### config.mk
export PLATFORM = sky130hd
export DESIGN_NAME = trimmed_mean_filter
export DESIGN_NICKNAME = d
export VERILOG_FILES = /design/src/hdl/tmf_pkg.sv /design/src/hdl/trimmed_mean_filter.sv
export SDC_FILE = /design/constraint.sdc
export NUM_CORES = 2
export LEC_CHECK = 0
export BUFFER_PORTS_ARGS = -buffer_cell sky130_fd_sc_hd__buf_2
export CAP_MARGIN = 20
export CORE_ASPECT_RATIO = 0.6
export CORE_UTILIZATION = 25
export CTS_CLUSTER_DIAMETER = 30
export DETAILED_ROUTE_END_ITERATION = 8
export PLACE_DENSITY_LB_ADDON = 0.3
export SYNTH_ARGS = -nofsm -noshare
export SYNTH_HDL_FRONTEND = slang
export SYNTH_SLANG_ARGS = --single-unit
### constraint.sdc
create_clock -name clk -period 19.15 [get_ports clk]
set_input_delay 5.745 -clock clk [delete_from_list [all_inputs] [get_ports clk]]
set_output_delay 5.745 -clock clk [all_outputs]
set_load 0.05 [all_outputs]
### src/hdl/tmf_pkg.sv
`timescale 1ns / 1ps
// ----------------------------------------------------------------------------
// tmf_pkg
// Shared constants for the trimmed mean filter.
// ----------------------------------------------------------------------------
package tmf_pkg;

  localparam int DEF_MAX_SAMPLES = 128;
  localparam int SAMPLE_W        = 16;
  localparam int MEAN_W          = 24;
  localparam int FRAC_BITS       = 8;
  localparam int SCOUNT_W        = 8;
  localparam int TCOUNT_W        = 7;
  localparam int CFG_IDX_W       = 1;
  localparam int CFG_DATA_W      = 8;

  localparam logic [SCOUNT_W-1:0] SCOUNT_RESET = 8'd100;
  localparam logic [TCOUNT_W-1:0] TCOUNT_RESET = 7'd11;

  // register indexes
  localparam logic [CFG_IDX_W-1:0] REG_SAMPLE_COUNT = 1'b0;
  localparam logic [CFG_IDX_W-1:0] REG_TRIM_COUNT   = 1'b1;

endpackage

### src/hdl/trimmed_mean_filter.sv
`timescale 1ns / 1ps
// ----------------------------------------------------------------------------
// trimmed_mean_filter
// Trimmed mean of a burst of unsigned 16-bit samples, Q16.8 result.
// ----------------------------------------------------------------------------
// Usage:
//   Samples arrive on in_valid/in_stall/sample, one request per cycle while
//   a burst is collected; each sample is written to an on-chip sample memory.
//   When sample_count samples have arrived (saturated into 1..MAX_SAMPLES)
//   the block stalls its input and ranks each of the n stored samples
//   against all others through the single memory read port. Samples ranked
//   inside the kept window are summed, then a bit-serial divider forms the
//   mean. If 2*trim_count >= n the ranking and divide are skipped and
//   trim_error is returned with a zero mean. Bursts of other lengths give
//   no result.
//   The result sits in an output register; the input keeps taking samples of
//   the next burst while it waits on out_stall. A finished burst result waits
//   in the block until the output register is free.
//   Configuration writes (cfg_valid/cfg_ready, index 0 = sample_count,
//   1 = trim_count) are always taken; they are meant for idle periods.
//   Synchronous reset clears the burst count, the handshake state and the
//   registers to 100 and 11. The sample memory is not cleared.
// ----------------------------------------------------------------------------
module trimmed_mean_filter
  import tmf_pkg::*;
#(
  parameter int MAX_SAMPLES = DEF_MAX_SAMPLES
) (
  input  logic                  clk,
  input  logic                  rst,
  input  logic                  in_valid,
  output logic                  in_stall,
  input  logic [SAMPLE_W-1:0]   sample,
  output logic                  out_valid,
  input  logic                  out_stall,
  output logic [MEAN_W-1:0]     mean_value,
  output logic                  trim_error,
  input  logic                  cfg_valid,
  output logic                  cfg_ready,
  input  logic [CFG_IDX_W-1:0]  cfg_index,
  input  logic [CFG_DATA_W-1:0] cfg_data
);

  localparam int AW   = $clog2(MAX_SAMPLES);
  localparam int CW   = $clog2(MAX_SAMPLES + 1);
  localparam int EW   = (CW > SCOUNT_W) ? CW + 1 : SCOUNT_W + 1;
  localparam int SUMW = SAMPLE_W + CW;
  localparam int DW   = SUMW + FRAC_BITS;
  localparam int DCW  = $clog2(DW);

  typedef enum logic [2:0] {
    S_COLLECT, S_OUT_REQ, S_OUT_CAP, S_SWEEP, S_DIVIDE, S_EMIT
  } state_t;

  state_t               state;
  logic [SCOUNT_W-1:0]  sample_count;
  logic [TCOUNT_W-1:0]  trim_count;
  logic [SAMPLE_W-1:0]  mem [MAX_SAMPLES];
  logic [SAMPLE_W-1:0]  rd_data;
  logic [AW-1:0]        rd_addr;
  logic [CW-1:0]        cnt;
  logic [CW-1:0]        n_len;
  logic [CW-1:0]        lo_rank;
  logic [CW-1:0]        hi_rank;
  logic [CW-1:0]        keep;
  logic [CW-1:0]        idx_i;
  logic [CW-1:0]        idx_j;
  logic [CW-1:0]        idx_d;
  logic [CW-1:0]        rank;
  logic [SAMPLE_W-1:0]  key;
  logic [SUMW-1:0]      sum;
  logic [DW-1:0]        dd;
  logic [CW:0]          rem;
  logic [DCW-1:0]       bit_cnt;
  logic                 err;

  logic                 accept;
  logic [CW-1:0]        cnt_inc;
  logic [EW-1:0]        sc_ext;
  logic [EW-1:0]        eff_len;
  logic                 burst_done;
  logic [EW-1:0]        t2_ext;
  logic                 trim_bad;
  logic                 hit;
  logic [CW-1:0]        rank_now;
  logic                 in_window;
  logic [CW+1:0]        rem_sh;
  logic                 q_bit;
  logic [CW:0]          rem_next;

  assign accept    = in_valid && !in_stall;
  assign in_stall  = (state != S_COLLECT) || rst;
  assign cfg_ready = 1'b1;

  // burst length saturated into 1..MAX_SAMPLES
  assign cnt_inc = cnt + CW'(1);
  assign sc_ext  = EW'(sample_count);
  always_comb begin
    eff_len = sc_ext;
    if (sc_ext == '0) begin
      eff_len = EW'(1);
    end else if (sc_ext > EW'(MAX_SAMPLES)) begin
      eff_len = EW'(MAX_SAMPLES);
    end
  end
  assign burst_done = EW'(cnt_inc) >= eff_len;
  assign t2_ext     = EW'({trim_count, 1'b0});
  assign trim_bad   = t2_ext >= EW'(cnt_inc);

  // rank compare, ties broken by position
  assign hit      = (rd_data < key) || ((rd_data == key) && (idx_d < idx_i));
  assign rank_now = rank + CW'(hit);
  assign in_window = (rank_now >= lo_rank) && (rank_now < hi_rank);

  // one restoring divide step
  assign rem_sh   = {rem, dd[DW-1]};
  assign q_bit    = rem_sh >= (CW+2)'(keep);
  assign rem_next = q_bit ? (CW+1)'(rem_sh - (CW+2)'(keep)) : rem_sh[CW:0];

  // memory read address
  always_comb begin
    case (state)
      S_OUT_REQ: rd_addr = idx_i[AW-1:0];
      S_OUT_CAP: rd_addr = '0;
      default:   rd_addr = idx_j[AW-1:0];
    endcase
  end

  // sample memory
  always_ff @(posedge clk) begin
    if (accept) begin
      mem[cnt[AW-1:0]] <= sample;
    end
    rd_data <= mem[rd_addr];
  end

  // configuration registers
  always_ff @(posedge clk) begin
    if (rst) begin
      sample_count <= SCOUNT_RESET;
      trim_count   <= TCOUNT_RESET;
    end else if (cfg_valid && cfg_ready) begin
      unique case (cfg_index)
        REG_SAMPLE_COUNT: sample_count <= cfg_data;
        REG_TRIM_COUNT:   trim_count   <= cfg_data[TCOUNT_W-1:0];
        default: ;
      endcase
    end
  end

  // burst control, ranking sweep, divider and output register
  always_ff @(posedge clk) begin
    if (rst) begin
      state     <= S_COLLECT;
      cnt       <= '0;
      out_valid <= 1'b0;
    end else begin
      if (out_valid && !out_stall && state != S_EMIT) begin
        out_valid <= 1'b0;
      end
      unique case (state)
        S_COLLECT: begin
          if (accept) begin
            if (burst_done) begin
              cnt     <= '0;
              n_len   <= cnt_inc;
              lo_rank <= CW'(trim_count);
              hi_rank <= CW'(cnt_inc - CW'(trim_count));
              keep    <= CW'(EW'(cnt_inc) - t2_ext);
              err     <= trim_bad;
              sum     <= '0;
              idx_i   <= '0;
              state   <= trim_bad ? S_EMIT : S_OUT_REQ;
            end else begin
              cnt <= cnt_inc;
            end
          end
        end
        S_OUT_REQ: begin
          state <= S_OUT_CAP;
        end
        S_OUT_CAP: begin
          key   <= rd_data;
          rank  <= '0;
          idx_j <= CW'(1);
          idx_d <= '0;
          state <= S_SWEEP;
        end
        S_SWEEP: begin
          rank  <= rank_now;
          idx_j <= idx_j + CW'(1);
          idx_d <= idx_j;
          if (idx_d == n_len - CW'(1)) begin
            if (in_window) begin
              sum <= sum + SUMW'(key);
            end
            idx_i <= idx_i + CW'(1);
            if (idx_i == n_len - CW'(1)) begin
              dd      <= {sum + (in_window ? SUMW'(key) : '0), FRAC_BITS'(0)};
              rem     <= '0;
              bit_cnt <= '0;
              state   <= S_DIVIDE;
            end else begin
              state <= S_OUT_REQ;
            end
          end
        end
        S_DIVIDE: begin
          rem     <= rem_next;
          dd      <= {dd[DW-2:0], q_bit};
          bit_cnt <= bit_cnt + DCW'(1);
          if (bit_cnt == DCW'(DW - 1)) begin
            state <= S_EMIT;
          end
        end
        S_EMIT: begin
          if (!out_valid || !out_stall) begin
            out_valid  <= 1'b1;
            trim_error <= err;
            mean_value <= err ? '0 : dd[MEAN_W-1:0];
            state      <= S_COLLECT;
          end
        end
        default: state <= S_COLLECT;
      endcase
    end
  end

endmodule

==> impl_summary.txt <==
----------------------------------------------------
[Timing]
  Final Worst Setup Slack ... approximately 6.7 ns
  Pins Over Slew Limit ... 0
  Final critical delay including setup and external delays ... 12.48 ns
  Worst-margin pin slew ... 1.31 ns
  Fraction of the cycle the final worst path needs ... between 60% and 70%
  Worst-case hold slack ... 0.392 ns
  Hold Fails Final Rpt ... 0
  Setup repair after global routing missed its margin ... no
  Achievable frequency ... 0.0801 GHz
  Worst slew margin ... 12.2%
  Count of final setup violators ... 0
  Final TNS setup ... 0 ns
  Post-route clock skew ... around 0.073 ns

[Route]
  Wire length per cell ... around 24 µm
  Length of the first detailed-routing pass in iterations ... 7
  Iteration-0 DRC Markers ... between 8000 and 9000
  DRC viols ... 0
  Routed wire length ... 312000 µm
  Mean number of vias per cell ... 4.85
  Antenna viol nets, final ... 0
  Detailed-route via count ... between 60000 and 70000

[CTS]
  Total clock buffers created by CTS ... 345
  Total setup buffers inserted after CTS ... 0
  Later-pin clock latency in the skew report ... 0.92 ns
  Number of buffers between clock root and the deepest sink ... 4
  Number of hold buffers added after CTS ... 0
  Register clock-pin slew on the reported worst setup and hold paths ... ~0.050 ns
  Post-cts repair resize count ... 0
  Root Buffer ... clkbuf_16
  Sinks on Clock Net ... around 2300
  CTS tree ... yes
  CTS H-tree depth ... 5

[Logic synthesis]
  Distinct cell type count of the synthesized netlist ... between 70 and 80
  Yosys reg bits ... between 2000 and 2500
  Syn nets ... about 7400
  Sequential element share of the synthesized area ... 72.2%
  Ys flop type ... edfxtp_1
  Share of the synthesized area in the top cell type ... 71.3%
  Ranking of synthesized cells by area ... edfxtp_1 (71%), nand2_1 (8.4%), nand3_1 (3.3%)
  Post-synthesis instance area ... 0.0936 mm²
  Mean post-synth cell area ... around 13 µm²
  Cell count after synthesis ... around 7300
  Syn. warnings ... 0
  Share of flip-flops with an asynchronous set or reset after synthesis ... 0%
  Number of enable-type register cells in the synthesized netlist ... about 2200
  Cell type with the largest total area after synthesis ... edfxtp_1

[Power and ir drop]
  Reported leakage power ... 38.3 nW
  Worst ir drop on vdd ... 0.000116 V
  Power density relative to cell area ... 148 mW/mm²

[Layout]
  Layout Nets ... 7657
  Layout overhead on the synthesized area ... 20.0%
  Layout fillers ... 37200
  Most frequent standard cell in the layout excluding fill and tap cells ... edfxtp_1
  Most frequent cells in the layout ... edfxtp_1 (2222), nand2_1 (2086), nand3_1 (622)
  Total area of multi-input combinational cells ... 0.0237 mm²
  Register cell area after layout ... 0.0676 mm²
  Cell area after layout ... 0.112 mm²
  Final cell count without fillers ... 12800
  Share of final-layout standard cells stronger than drive strength 1 ... 13.0%

[Critical path]
  Critical Path Slowest Stage Cell ... buf_2
  Required @ worst endpoint ... between 10 and 15 ns
  Critical path startpoint ... rst
  Kind of start point of the critical path ... primary input
  WP data arrival ... 6.73 ns
  Slowest stage delay, CP ... 0.42 ns
  Kind of end point of the critical path ... output port
  Critical path peak fanout ... 24
  Critical-path cell list ... buf_2, nor2_1, nand2_1, buf_2
  CP most frequent cell ... buf_2
  Crit Path Category ... in2out
  R2r startpoint ... key[1]

[Run]
  MaxCap Viol Count ... 0

[Floorplan]
  Placeable core area ... ~0.37 mm²
  Effective utilization at floorplan ... 25.2%
  Count of boundary I/O pins ... 58
  Row cnt ... 173
  Die extent in x ... roughly 790 µm
  Y dimension of the die ... between 400 and 500 µm
  Total Die Area ... 0.377 mm²

[Place]
  # placed instances ... 12100
  Port Buffer Count ... 56
  Placed cell areas ... 0.100 mm²
  Routability Congestion ... around 0.9
  Post-detailed-placement half-perimeter wirelength ... 192000 µm
  DP Worst Slack ... 6.65 ns

[GRT]
  Number of global-route vias before repair ... 58400
  GRT overflow ... 0
  First-pass GRT wire length ... 439000 µm
  Pin count of the biggest net entering global routing ... 139
  Antenna violations before repair ... 35
  Combined global-route utilization of all metal layers ... between 15 and 20%

[Min path]
  Hold Crit Class ... reg2reg
  Startpoint of the lowest-slack hold path ... rd_data[13]

[Outcome]
  Outcome ... complete, no violations

----------------------------------------------------
-- kinds of logic after synthesis --
| logic type | after synthesis | synth area share, % |
|---|---|---|
| other | 1 | 0.00401 |
| and+or+nand+nor | 3477 | 16.2 |
| AOI/OAI and AO/OA | 762 | 5.80 |
| xor gates and xnor gates | 93 | 0.870 |
| muxes | 45 | 0.481 |
| adders and majority gates | 112 | 1.54 |
| DFF | 2265 | 72.2 |
| buffers and inverters | 527 | 2.89 |
-- synth_stat cells, types with 7 or more instances --
cell type	count
edfxtp_1	2222
nand2_1	2086
nand3_1	624
nor2_1	250
and3_1	243
buf_2	226
a311oi_1	165
a31oi_1	164
a21oi_1	116
ha_1	107
clkbuf_1	103
buf_4	87
inv_1	84
o21ai_0	82
xnor2_1	62
nand4_1	57
and2_1	47
nor2b_1	47
mux2i_1	45
dfxtp_1	43
o2111ai_1	43
a32oi_1	36
xor2_1	31
nor3_1	29
a21o_1	27
o22ai_1	25
nor4_1	24
nand2b_1	21
buf_6	15
or3_1	14
a211oi_1	12
buf_1	12
or4_1	12
o211ai_1	10
o21bai_1	10
o21a_1	8
a32o_1	7
-- state kept, by name, summed over array words and instances, names as in the netlist --
register and cells:
rem 9, key 16, trim_error 1, err 1, rank 8, bit_cnt 5, trim_count 7, mean_value 24
state 3, lo_rank 7, sample_count 8, keep 7, dd 32, cnt 8, rd_data 16, mem 2048
n_len 8, hi_rank 8, idx_i 8, sum 24, out_valid 1, idx_d 8, idx_j 8
-- worst max-delay path: cells and delay by family --
family	cells	cell delay, ns
and+or+nand+nor	2	0.28
buffers and inverters	2	0.69
-- through the flow --
step	power [W]	utilization, %
floorplan	0.00828	-
global placement	0.0101	26.9
detailed placement	0.0101	26.9
CTS	0.0166	30.2
global route	0.0172	30.2
finish	0.0167	30.2
-- layout make-up --
| cell class | instances | share of cell area [%] |
|---|---|---|
| repair buffers | 329 | 2.29 |
| well taps | 4987 | 5.55 |
| flip-flops and latches | 2265 | 60.2 |
| inverters | 84 | 0.281 |
| clock inverters | 248 | 2.57 |
| multi-input cells | 4490 | 21.1 |
| diodes | 15 | 0.0334 |
| clock buffers | 384 | 8.05 |
-- path summary, 6_finish.rpt --
kind / endpoint / slack [ns] / cells after the start
hold / removal: key[13] / 0.39 / 0
hold reg to reg: key[13] / 0.39 / 0
setup / recovery: in_stall / 6.67 / 4
setup reg to reg: dd[26] / 11.06 / 34
-- power breakdown --
part / internal, W / leakage (nW) / switching [W] / total, W
combinational: 0.00113 / 12.2 / 0.00344 / 0.00457
sequential: 0.00552 / 20.4 / 0.0000373 / 0.00556
clock: 0.00403 / 5.74 / 0.00250 / 0.00654
-- per-layer routing --
metal / vias to the layer above / global-route usage, % / wire [µm]
met3: 401 / 6.91 / 41400
li1: 27400 / - / -
met4: 16 / 3.26 / 5820
met5: - / 0.670 / 451
met1: 31400 / 24.0 / 144000
met2: 2917 / 21.0 / 120000
Note: power is estimated with default switching activity, not from simulation.
